## src/sv/crc8_checked_word_deframer_assert.svh

```systemverilog
// Assertion macros for the CRC-8 word deframer.
// Used by files that check their own logic; needs clk and rst in scope.
`ifndef CRC8_CHECKED_WORD_DEFRAMER_ASSERT_SVH
`define CRC8_CHECKED_WORD_DEFRAMER_ASSERT_SVH

// Same-cycle implication, disabled during reset.
`define CWD_ASSERT_IMPLY(label, cond, prop, msg) \
  label: assert property (@(posedge clk) disable iff (rst) (cond) |-> (prop)) \
    else $error(msg);

// Next-cycle implication, disabled during reset.
`define CWD_ASSERT_NEXT(label, cond, prop, msg) \
  label: assert property (@(posedge clk) disable iff (rst) (cond) |=> (prop)) \
    else $error(msg);

`endif

```

## src/sv/cwd_pkg.sv

```systemverilog
// Shared types, codes and functions of the CRC-8 word deframer.
// No dependencies; imported by every module of the block.
package cwd_pkg;

  localparam logic [1:0] CFG_POLYNOMIAL = 2'd0;
  localparam logic [1:0] CFG_INITIAL    = 2'd1;
  localparam logic [1:0] CFG_WORDS      = 2'd2;

  localparam logic [7:0] POLY_RESET  = 8'h31;
  localparam logic [7:0] INIT_RESET  = 8'hFF;
  localparam logic [3:0] WORDS_RESET = 4'd3;
  localparam logic [3:0] WORDS_MAX   = 4'd8;

  // Position of the next byte in its triplet; the fourth code acts as PH_HIGH.
  localparam logic [1:0] PH_HIGH = 2'd0;
  localparam logic [1:0] PH_LOW  = 2'd1;
  localparam logic [1:0] PH_CRC  = 2'd2;

  typedef struct packed {
    logic [7:0] polynomial;
    logic [7:0] initial_value;
    logic [3:0] frame_len;
  } cwd_cfg_t;

  typedef struct packed {
    logic [15:0] word_value;
    logic        word_ok;
    logic        frame_ok;
    logic [2:0]  word_index;
    logic        last_word;
  } cwd_result_t;

  // MSB-first CRC-8 over one byte, no reflection.
  function automatic logic [7:0] crc8_byte(input logic [7:0] crc_in,
                                           input logic [7:0] b,
                                           input logic [7:0] poly);
    logic [7:0] c;
    c = crc_in ^ b;
    for (int i = 0; i < 8; i++) begin
      c = c[7] ? ((c << 1) ^ poly) : (c << 1);
    end
    return c;
  endfunction

  // Zero acts as one word, anything above the maximum as the maximum.
  function automatic logic [3:0] frame_words(input logic [3:0] w);
    logic [3:0] n;
    if (w == 4'd0) begin
      n = 4'd1;
    end else if (w > WORDS_MAX) begin
      n = WORDS_MAX;
    end else begin
      n = w;
    end
    return n;
  endfunction

endpackage

```

## src/sv/cwd_cfg_regs.sv

```systemverilog
// Configuration registers of the CRC-8 word deframer.
// Depends on cwd_pkg for register codes, reset values and the config struct.
module cwd_cfg_regs (
  input  logic              clk,
  input  logic              rst,
  input  logic              cfg_write,
  input  logic [1:0]        cfg_index,
  input  logic [7:0]        cfg_data,
  output cwd_pkg::cwd_cfg_t cfg
);
  import cwd_pkg::*;

  logic [7:0] polynomial;
  logic [7:0] initial_value;
  logic [3:0] words_per_frame;

  always_ff @(posedge clk) begin
    if (rst) begin
      polynomial      <= POLY_RESET;
      initial_value   <= INIT_RESET;
      words_per_frame <= WORDS_RESET;
    end else if (cfg_write) begin
      case (cfg_index)
        CFG_POLYNOMIAL: polynomial      <= cfg_data;
        CFG_INITIAL:    initial_value   <= cfg_data;
        CFG_WORDS:      words_per_frame <= cfg_data[3:0];
        default: ;
      endcase
    end
  end

  assign cfg.polynomial    = polynomial;
  assign cfg.initial_value = initial_value;
  assign cfg.frame_len     = frame_words(words_per_frame);

endmodule

```

## src/sv/cwd_assembler.sv

```systemverilog
// Input register, triplet tracking, CRC and frame bookkeeping.
// Depends on cwd_pkg for the CRC function, phase codes and structs.
module cwd_assembler (
  input  logic                 clk,
  input  logic                 rst,
  input  cwd_pkg::cwd_cfg_t    cfg,
  input  logic                 in_valid,
  output logic                 in_stall,
  input  logic [7:0]           data_byte,
  input  logic                 frame_start,
  input  logic                 out_free,
  output logic                 res_valid,
  output cwd_pkg::cwd_result_t res
);
  import cwd_pkg::*;

  logic       in_vld_q;
  logic [7:0] byte_q;
  logic       start_q;

  logic [1:0] byte_phase, byte_phase_next;
  logic [7:0] running_crc, running_crc_next;
  logic [7:0] high_part, high_part_next;
  logic [7:0] low_part, low_part_next;
  logic [2:0] word_counter, word_counter_next;
  logic       frame_good, frame_good_next;

  logic       take;
  logic [1:0] ph;
  logic [2:0] cnt;
  logic       good;
  logic       ok;
  logic       last;

  assign take     = in_vld_q && out_free;
  assign in_stall = in_vld_q && !out_free;

  always_ff @(posedge clk) begin
    if (rst) begin
      in_vld_q <= 1'b0;
    end else if (in_valid && !in_stall) begin
      in_vld_q <= 1'b1;
    end else if (take) begin
      in_vld_q <= 1'b0;
    end
  end

  always_ff @(posedge clk) begin
    if (in_valid && !in_stall) begin
      byte_q  <= data_byte;
      start_q <= frame_start;
    end
  end

  // A frame start drops any partial word and restarts the frame.
  assign ph   = start_q ? PH_HIGH : byte_phase;
  assign cnt  = start_q ? 3'd0 : word_counter;
  assign good = start_q ? 1'b1 : frame_good;
  assign ok   = (byte_q == running_crc);
  assign last = 4'({1'b0, cnt} + 4'd1) >= cfg.frame_len;

  always_comb begin
    byte_phase_next   = ph;
    running_crc_next  = running_crc;
    high_part_next    = high_part;
    low_part_next     = low_part;
    word_counter_next = cnt;
    frame_good_next   = good;
    res_valid         = 1'b0;
    case (ph)
      PH_LOW: begin
        low_part_next    = byte_q;
        running_crc_next = crc8_byte(running_crc, byte_q, cfg.polynomial);
        byte_phase_next  = PH_CRC;
      end
      PH_CRC: begin
        res_valid        = take;
        byte_phase_next  = PH_HIGH;
        running_crc_next = cfg.initial_value;
        if (last) begin
          word_counter_next = 3'd0;
          frame_good_next   = 1'b1;
        end else begin
          word_counter_next = cnt + 3'd1;
          frame_good_next   = good & ok;
        end
      end
      default: begin
        high_part_next   = byte_q;
        running_crc_next = crc8_byte(cfg.initial_value, byte_q, cfg.polynomial);
        byte_phase_next  = PH_LOW;
      end
    endcase
  end

  always_ff @(posedge clk) begin
    if (rst) begin
      byte_phase   <= PH_HIGH;
      running_crc  <= INIT_RESET;
      word_counter <= 3'd0;
      frame_good   <= 1'b1;
    end else if (take) begin
      byte_phase   <= byte_phase_next;
      running_crc  <= running_crc_next;
      word_counter <= word_counter_next;
      frame_good   <= frame_good_next;
    end
  end

  always_ff @(posedge clk) begin
    if (take) begin
      high_part <= high_part_next;
      low_part  <= low_part_next;
    end
  end

  assign res.word_value = {high_part, low_part};
  assign res.word_ok    = ok;
  assign res.frame_ok   = good & ok;
  assign res.word_index = cnt;
  assign res.last_word  = last;

endmodule

```

## src/sv/cwd_out_reg.sv

```systemverilog
// Result register of the CRC-8 word deframer; holds a word while stalled.
// Depends on cwd_pkg for the result struct.
module cwd_out_reg (
  input  logic                 clk,
  input  logic                 rst,
  input  logic                 res_valid,
  input  cwd_pkg::cwd_result_t res,
  output logic                 out_free,
  output logic                 out_valid,
  input  logic                 out_stall,
  output logic [15:0]          word_value,
  output logic                 word_ok,
  output logic                 frame_ok,
  output logic [2:0]           word_index,
  output logic                 last_word
);
  import cwd_pkg::*;

  cwd_result_t held;

  assign out_free = !out_valid || !out_stall;

  always_ff @(posedge clk) begin
    if (rst) begin
      out_valid <= 1'b0;
    end else if (out_free) begin
      out_valid <= res_valid;
    end
  end

  always_ff @(posedge clk) begin
    if (out_free && res_valid) begin
      held <= res;
    end
  end

  assign word_value = held.word_value;
  assign word_ok    = held.word_ok;
  assign frame_ok   = held.frame_ok;
  assign word_index = held.word_index;
  assign last_word  = held.last_word;

endmodule

```

## src/sv/crc8_checked_word_deframer.sv

```systemverilog
// CRC-8 checked word deframer: splits a byte stream into CRC-protected words.
// Takes one byte per item on the input channel (data_byte, frame_start) and
// gives one item per word on the output channel: word_value, word_ok,
// frame_ok, word_index and last_word. Bytes come as high, low, CRC triplets;
// frame_start marks the high byte of word 0 and drops any partial word.
// Throughput: one byte per cycle while out_stall holds no word; the CRC step
// of a byte is eight unrolled shift-and-XOR steps between the input register
// and the state. The CRC byte of a word passes through the input register,
// then the finished word is loaded into the result register and out_valid
// rises. While out_stall holds a word, in_stall rises once the input
// register holds a byte (an empty one first takes one more byte); the block
// never drops or repeats a word.
// Configuration (polynomial, initial value, words per frame) is written
// through cfg_write/cfg_index/cfg_data (an index beyond the list is ignored);
// the user must write it only while the block is idle; the block does not enforce this.
// Reset (rst, synchronous) empties both registers, restores the default
// configuration and starts at the high byte of word 0 of a new frame.
// Depends on cwd_pkg, cwd_cfg_regs, cwd_assembler, cwd_out_reg.
module crc8_checked_word_deframer (
  input  logic        clk,
  input  logic        rst,
  input  logic        cfg_write,
  input  logic [1:0]  cfg_index,
  input  logic [7:0]  cfg_data,
  input  logic        in_valid,
  output logic        in_stall,
  input  logic [7:0]  data_byte,
  input  logic        frame_start,
  output logic        out_valid,
  input  logic        out_stall,
  output logic [15:0] word_value,
  output logic        word_ok,
  output logic        frame_ok,
  output logic [2:0]  word_index,
  output logic        last_word
);
  import cwd_pkg::*;

  `include "crc8_checked_word_deframer_assert.svh"

  cwd_cfg_t    cfg;
  cwd_result_t res;
  logic        res_valid;
  logic        out_free;

  cwd_cfg_regs u_cfg (
    .clk       (clk),
    .rst       (rst),
    .cfg_write (cfg_write),
    .cfg_index (cfg_index),
    .cfg_data  (cfg_data),
    .cfg       (cfg)
  );

  cwd_assembler u_asm (
    .clk         (clk),
    .rst         (rst),
    .cfg         (cfg),
    .in_valid    (in_valid),
    .in_stall    (in_stall),
    .data_byte   (data_byte),
    .frame_start (frame_start),
    .out_free    (out_free),
    .res_valid   (res_valid),
    .res         (res)
  );

  cwd_out_reg u_out (
    .clk        (clk),
    .rst        (rst),
    .res_valid  (res_valid),
    .res        (res),
    .out_free   (out_free),
    .out_valid  (out_valid),
    .out_stall  (out_stall),
    .word_value (word_value),
    .word_ok    (word_ok),
    .frame_ok   (frame_ok),
    .word_index (word_index),
    .last_word  (last_word)
  );

  `CWD_ASSERT_NEXT(a_stall_hold, out_valid && out_stall, out_valid && $stable(word_value), "held word changed under stall")
  `CWD_ASSERT_IMPLY(a_last_mark, out_valid, last_word == (4'({1'b0, word_index} + 4'd1) >= cfg.frame_len), "last-word mark disagrees with index")
  `CWD_ASSERT_IMPLY(a_frame_needs_word, out_valid && frame_ok, word_ok, "frame good on a bad word")
  `CWD_ASSERT_IMPLY(a_stall_cause, in_stall, out_valid && out_stall, "input stalled without a held word")
  `CWD_ASSERT_NEXT(a_result_loaded, res_valid && out_free, out_valid && word_value == $past(res.word_value), "finished word not loaded")

endmodule

```

## config.mk

```make
export PLATFORM = sky130hd
export DESIGN_NAME = crc8_checked_word_deframer
export DESIGN_NICKNAME = d
export VERILOG_FILES = /design/src/sv/cwd_pkg.sv /design/src/sv/cwd_cfg_regs.sv /design/src/sv/cwd_assembler.sv /design/src/sv/cwd_out_reg.sv /design/src/sv/crc8_checked_word_deframer.sv
export VERILOG_INCLUDE_DIRS = /design/src /design/src/sv
export SDC_FILE = /design/constraint.sdc
export NUM_CORES = 1
export LEC_CHECK = 0
export BUFFER_PORTS_ARGS = -buffer_cell sky130_fd_sc_hd__buf_4
export CORE_ASPECT_RATIO = 0.75
export CORE_MARGIN = 2
export CORE_UTILIZATION = 56
export DETAILED_ROUTE_END_ITERATION = 12
export GPL_ROUTABILITY_DRIVEN = 0
export PLACE_DENSITY = 0.77
export SYNTH_ARGS = -nofsm -noshare
export SYNTH_HDL_FRONTEND = slang
export SYNTH_SLANG_ARGS = --single-unit
```

## constraint.sdc

```tcl
create_clock -name clk -period 4.15 [get_ports clk]
set_input_delay 0.415 -clock clk [delete_from_list [all_inputs] [get_ports clk]]
set_output_delay 0.415 -clock clk [all_outputs]
set_load 0.005 [all_outputs]
```

; Word-level counts from Yosys, hierarchy flattened
; Cells that the tools add are included.
[word_totals]
register_bits = 83
latchBits = 0
ram_bits = 0
rom_bits = 0
inputBits = 24
out_inout_bits = 24
word_cells = 95
mem_count = 0
[classes]
addsub = 2
multipliers = 0
n_div = 0
magnitude_cmp = 2
eq_ne = 5
shift = 0
muxes = 30
n_bitwise = 20
n_reduce_logical = 18
[op_table]
columns = cell, count
row1 = $xor 8x8->8, 18
row2 = $mux 8, 16
row3 = $pmux 8 s2, 1
row4 = $reduce_and 2->1, 5
row5 = $mux 3, 3
row6 = $eq 8x8->1, 1
row7 = $mux 4, 2
row8 = $mux 1, 6
row9 = $add 3x1->4 const B, 1
row10 = $eq 2x1->1 const B, 2
row11 = $eq 2x2->1 const B, 2
row12 = $ge 4x4->1, 1
row13 = $gt 4x4->1 const B, 1
row14 = $logic_and 1x1->1, 4
row15 = $logic_not 1->1, 4
row16 = $logic_not 4->1, 1
row17 = $pmux 2 s2, 1
row18 = $add 3x1->3 const B, 1
row19 = $logic_not 2->1, 1
row20 = $mux 2, 1
row21 = $reduce_bool 2->1, 1
row22 = $reduce_or 2->1, 1
row23 = $and 1x1->1, 1
row24 = $logic_or 1x1->1, 1
row25 = $not 1->1, 1

; Logic depth before layout (Yosys ltp)
[logic_depth]
depth_word = 18
depth_mapped = 16
depth_no_buf = 13

; Cells and area by module
; From an unflattened synthesis, not the netlist that was laid out.
[unflattened]
cells_unflattened = 686
area_unflattened_um2 = 6165.9
[by_module_without_submodules]
columns = module, instances, cells_per_inst, area_per_inst_um2, seq_area_each_um2
row1 = cwd_assembler, 1, 571, 4605.7, 1051.0
row2 = cwd_cfg_regs, 1, 88, 860.8, 400.4
row3 = cwd_out_reg, 1, 27, 699.4, 680.7

; Least setup slack after synthesis
; Ideal clock, no wire load.
[synth_timing]
path_type = reg2reg
from = register u_asm.byte_q[5]
to = register u_asm.running_crc[7]
setup_time_ps = 122
arrival_ps = 4040
required_time_ps = 4028
path_slack_ps = -12
path_stages_with_launch = 14
n_path_buf = 0
synth_period_minus_slack_ps = 4162
cell_sequence = edfxtp_1 > xor2_2 > xnor2_1 > a21oi_1 > or4b_1 > a21o_1 > nand2_2 > xnor3_1 > o211ai_2 > a31oi_2 > or3_1 > xnor3_1 > a221o_1 > a221o_1
[synth_between]
elab_chain_len = 17
word_cells_on_any_way = 33
classes_between = mux: 17 / bitwise: 16
[synth_lines]
columns = item, line
row1 = "start, declared", cwd_assembler.sv:18  ; logic [7:0] byte_q;
row2 = "start signal, assigned", cwd_assembler.sv:50  ; byte_q <= data_byte;
row3 = $xor 8x8->8, cwd_pkg.sv:38  ; c = crc_in ^ b;
row4 = $xor 8x8->8, cwd_pkg.sv:40  ; c = c[7] ? ((c << 1) ^ poly) : (c << 1);
row5 = $mux 8, cwd_pkg.sv:40
row6 = $xor 8x8->8, cwd_pkg.sv:40
row7 = $mux 8 (2 in a row), cwd_pkg.sv:40
row8 = $xor 8x8->8, cwd_pkg.sv:40
row9 = $mux 8, cwd_pkg.sv:40
row10 = $xor 8x8->8, cwd_pkg.sv:40
row11 = $mux 8, cwd_pkg.sv:40
row12 = $xor 8x8->8, cwd_pkg.sv:40
row13 = $mux 8, cwd_pkg.sv:40
row14 = $xor 8x8->8, cwd_pkg.sv:40
row15 = $mux 8, cwd_pkg.sv:40
row16 = $xor 8x8->8, cwd_pkg.sv:40
row17 = $mux 8, cwd_pkg.sv:40
row18 = $pmux 8 s2 *, cwd_assembler.sv:70  ; case (ph)
row19 = "end signal, assigned", cwd_assembler.sv:104  ; running_crc <= running_crc_next;
row20 = "end, declared", cwd_assembler.sv:22  ; logic [7:0] running_crc, running_crc_next;
; Mark *: on every way between the ends. The rest lies on a longest branch, timed or not.
; A chain may end at the register's enable or synchronous reset.

; Worst setup path in the final report
[layout_timing]
from = register u_asm.byte_q[7]
to = register u_asm.running_crc[3]
[layout_between]
elab_chain_len = 16
word_cells_on_any_way = 33
classes_between = mux: 17 / bitwise: 16
[layout_lines]
columns = item, line
row1 = $xor 8x8->8, cwd_pkg.sv:38
row2 = $mux 8, cwd_pkg.sv:40
row3 = $xor 8x8->8, cwd_pkg.sv:40
row4 = $mux 8, cwd_pkg.sv:40
row5 = $xor 8x8->8, cwd_pkg.sv:40
row6 = $mux 8, cwd_pkg.sv:40
row7 = $xor 8x8->8, cwd_pkg.sv:40
row8 = $mux 8, cwd_pkg.sv:40
row9 = $mux 8 or $xor 8x8->8 (tied branches), cwd_pkg.sv:40
row10 = $xor 8x8->8 or $mux 8 (tied branches), cwd_pkg.sv:40
row11 = $mux 8 or $xor 8x8->8 (tied branches), cwd_pkg.sv:40
row12 = $xor 8x8->8 or $mux 8 (tied branches), cwd_pkg.sv:40
row13 = $mux 8 or $xor 8x8->8 (tied branches), cwd_pkg.sv:40
row14 = $xor 8x8->8 or $mux 8 (tied branches), cwd_pkg.sv:40
row15 = $mux 8, cwd_pkg.sv:40
row16 = $pmux 8 s2 *, cwd_assembler.sv:70
; Marked as above.

==> impl_results.md <==
* Status: finished, violations left
* Failing checks: setup timing
* Clock network power share at 0.202
* Vias in the first global route at 5545
* Final Net Count at about 830
* Placed cell area at just over 0.007 sq mm
* # Max-Cap Violations at 0
* Number of synthesized flops with an enable pin at 47
* Cell depth of the worst setup path at 16
* Max Freq at 240 MHz
* Routed wire length at 19.6 mm
* Post-synthesis xor/xnor area fraction at 0.190
* Layout Area Growth over Synthesis at 25.1%
* Setup Viol. Count Final at 2
* Synthesis Warnings at 0
* Endpoints failing hold at 0
* Post-synthesis mux area share at 0.0246
* Vias per inst at 6.44
* Static leakage at about 3.3 nW
* CTS H-tree lvls at 3
* Initial antenna violation count at 0
* Layout cells sized above 1 at 0.252
* CP Buf/Inv Count at 3
* Pins Over Slew Limit at 0
* GRT Overall Usage at 0.318
* DP Worst Slack at -0.198 ns
* Crit-path most repeated cell: buf_4
* Core Box Area at roughly 0.011 sq mm
* Switch share at 0.380
* Clk slew on worst S/H paths at 0.06 ns
* Sequential group share of total power at 0.229
* Cell family with most CP delay: compound AO/OA/AOI/OAI gates
* Worst setup EP type: flop
* Final Cell Area at roughly 0.008 sq mm
* DRT antenna net count at 0
* CP max stage delay at between 0.4 and 0.5 ns
* Grt met2 use at 0.490
* Die Wd at between 100 and 150 microns
* Startpoint Class: flop
* #FFs+latches synth at 83
* Netlist Area Pre-Place at about 0.0063 sq mm
* Ys flop type: edfxtp_1
* I/O Buffers at between 40 and 50
* Worst r2r path cells at 16
* Syn Nets at between 700 and 800
* Global route overflow at 0
* Worst EP required at between 4 and 5 ns
* First-pass GRT wire length at 29.8 mm
* Netlist cell types at 78
* Max Clock Skew at 0.00720 ns
* Setup repair after global routing missed its margin: yes
* Row count at 33
* Internal power at between 2 and 3 mW
* Period utilisation layout at 1.00
* Worst-skew pair later-pin latency at about 0.34 ns
* Dpl hpwl at between 10 and 15 mm
* Worst setup margin at -0.0179 ns
* Die area at 0.0121 sq mm
* NetSw at approximately 1.6 mW
* Count of hold-fix buffers inserted at cts at 0
* Critical path, cell by cell: xor2_1, buf_4, a21o_1, a211o_1, nand3_1, nor3b_2, xnor3_1, buf_4, a211o_1, and2_2, buf_4, a32oi_1, o31a_1, xor3_1, a221oi_2, o31ai_1
* Pwr Density at 535 mW/mm^2
* Wirelength per Cell at approximately 21 microns
* Maximum number of pins on one net before global-route repair at 40
* Crit-path max FO at 9
* Seq/Total Area, Yosys at 0.340
* Clock sinks at 83
* Complex-gate fraction of the synthesized area at 0.187
* Minimum clock period at 4.17 ns
* Final setup TNS at -0.0302 ns
* Worst slew margin at 0.276
* Post-route DRC violation count at 0
* GR Util met1 at 0.448
* Power share of the combinational group at 0.569
* FF-to-FF setup slack at -0.02 ns
* Ys async rst share at 0
* Hold Path Cell Cnt at 1
* Initial Util at 0.575
* Largest family of logic cells by synthesized area: simple AND/OR/NAND/NOR gates
* Fillers at 750
* Met3 Usage GRT at 0.0752
* Die height at between 90 and 100 microns
* CTS tree: done
* Crit-path slowest cell: edfxtp_1
* Longest Clk Path Bufs at 2
* Average cell area after synthesis at around 9.0 sq um
* Synth Area in Adders at 0.0140
* Iter 0 DRT Violations at approximately 900
* Cells after Synth at approximately 700
* Routed vias at 6090
* Worst slew pin tran at around 1.1 ns
* Worst hold path type: input pin to flop
* Crit path DAT at about 4.4 ns
* Setup CP Type: flop to flop
* Worst IR Drop VDD at 0.302 mV
* Most Crowded Layer GR: met2
* Simple-gate area share of the yosys netlist at 0.208
* Drt first pass iters at 6
* Inserted Diodes at 0
* # IOs at 48
* CTS Buf Count at 9
* Root buf cell: clkbuf_16
registers in the layout (all words and copies together), names as in the netlist, 2 cells and up:
signal,cells
u_asm.word_counter,3
u_out.word_value,16
u_cfg.polynomial,8
u_out.word_index,3
u_asm.byte_phase,2
u_asm.byte_q,8
u_asm.running_crc,8
u_cfg.initial_value,8
u_asm.high_part,8
u_cfg.words_per_frame,4
u_asm.low_part,8
synthesized netlist by cell type (12+ instances only):
cell type | instances | share of area
nand2_1 | 109 | 0.065
xnor2_1 | 58 | 0.081
nor2_1 | 56 | 0.034
edfxtp_1 | 47 | 0.23
dfxtp_1 | 36 | 0.12
nand3_1 | 30 | 0.024
a21oi_1 | 29 | 0.023
clkbuf_1 | 29 | 0.017
xor2_1 | 22 | 0.031
o21ai_0 | 20 | 0.016
inv_1 | 17 | 0.010
o211ai_1 | 14 | 0.017
nor3_1 | 13 | 0.010
xnor3_1 | 13 | 0.047
a211o_1 | 12 | 0.017
mux2i_1 | 12 | 0.019
per-stage QoR:
| stage | total power [mW] | instances | util | hold slack [ns] |
|---|---|---|---|---|
| floorplan | 2.43 | 699 | - | 0.400 |
| finish | 4.20 | 946 | 0.719 | 0.253 |
| CTS | 3.96 | 941 | 0.695 | 0.251 |
| global route | 4.37 | 946 | 0.719 | 0.243 |
| global placement | 3.03 | 923 | 0.662 | 0.402 |
| detailed placement | 3.10 | 923 | 0.662 | 0.406 |
placed cells by master (no fill, tap or decap), drive strengths merged, types with 3 or more instances in the layout:
master and instances:
o21ai 21, nor2b 10, a211oi 11, a211o 12, ha 7, nor2 57
and3 7, nand3 30, o311a 4, edfxtp 47, nor3 13, xnor3 13
or3 5, xor2 23, o211a 4, inv 17, nand3b 10, and2 9
buf 130, o31ai 4, nand2b 6, nand2 110, nor3b 3, o221ai 5
o2111ai 3, clkbuf 10, mux2 3, nand4 4, mux2i 12, o21a 5
a21oi 29, a31oi 6, a21o 11, clkinv 5, dfxtp 36, a22oi 4
and4 3, o211ai 15, xnor2 66, o2111a 4
area by class of cell:
class | instances | area (sq um) | share of cell area
Tap cell | 140 | 175 | 0.0223
Timing Repair Buffer | 130 | 986 | 0.126
Multi-Input combinational cell | 559 | 4160 | 0.530
Clock inverter | 6 | 90.1 | 0.0115
Sequential cell | 83 | 2130 | 0.272
Inverter | 18 | 67.6 | 0.00862
Clock buffer | 10 | 229 | 0.0292
routing by layer:
metal | part of all wire | wire length, microns
met1 | 0.40 | 7830
met2 | 0.44 | 8690
met3 | 0.12 | 2420
met4 | 0.035 | 687
met5 | 0 | 0
power groups by stage:
| stage | Clock, mW | Sequential [mW] | Combinational, mW |
|---|---|---|---|
| 2_1_floorplan | 0 | 0.950 | 1.48 |
| 4_1_cts | 0.847 | 0.954 | 2.16 |
| 3_3_place_gp | 0 | 0.970 | 2.06 |
| 3_5_place_dp | 0 | 0.972 | 2.12 |
| 6_report | 0.846 | 0.962 | 2.39 |
| 5_1_grt | 0.886 | 0.963 | 2.53 |
final timing paths:
kind,from,to
hold / removal,data_byte[7],u_asm.byte_q[7]$_DFFE_PP_
setup reg to reg,u_asm.byte_q[7]$_DFFE_PP_,u_asm.running_crc[3]$_SDFFE_PP1P_
setup / recovery,u_asm.byte_q[7]$_DFFE_PP_,u_asm.running_crc[3]$_SDFFE_PP1P_
hold reg to reg,u_asm.high_part[0]$_DFFE_PP_,u_out.word_value[8]$_DFFE_PP_
timing repair:
action | 4_1_cts | 5_1_grt
pin swaps | 1 | 8
endpoints found under the hold margin | 0 | 0
buffers inserted | 2 | 4
cloned | 0 | 1
setup endpoints to repair | 7 | 8
resized for setup | 5 | 42
cells by family (layout without fill, tap and decap cells):
family / after synthesis / in the layout
xor+xnor: 104 / 104
simple gates: 275 / 275
fa+ha+maj: 7 / 7
compound gates: 158 / 158
buf+inv: 57 / 164
flops: 83 / 83
mux: 15 / 15
Note: power is estimated with default switching activity, not from simulation.
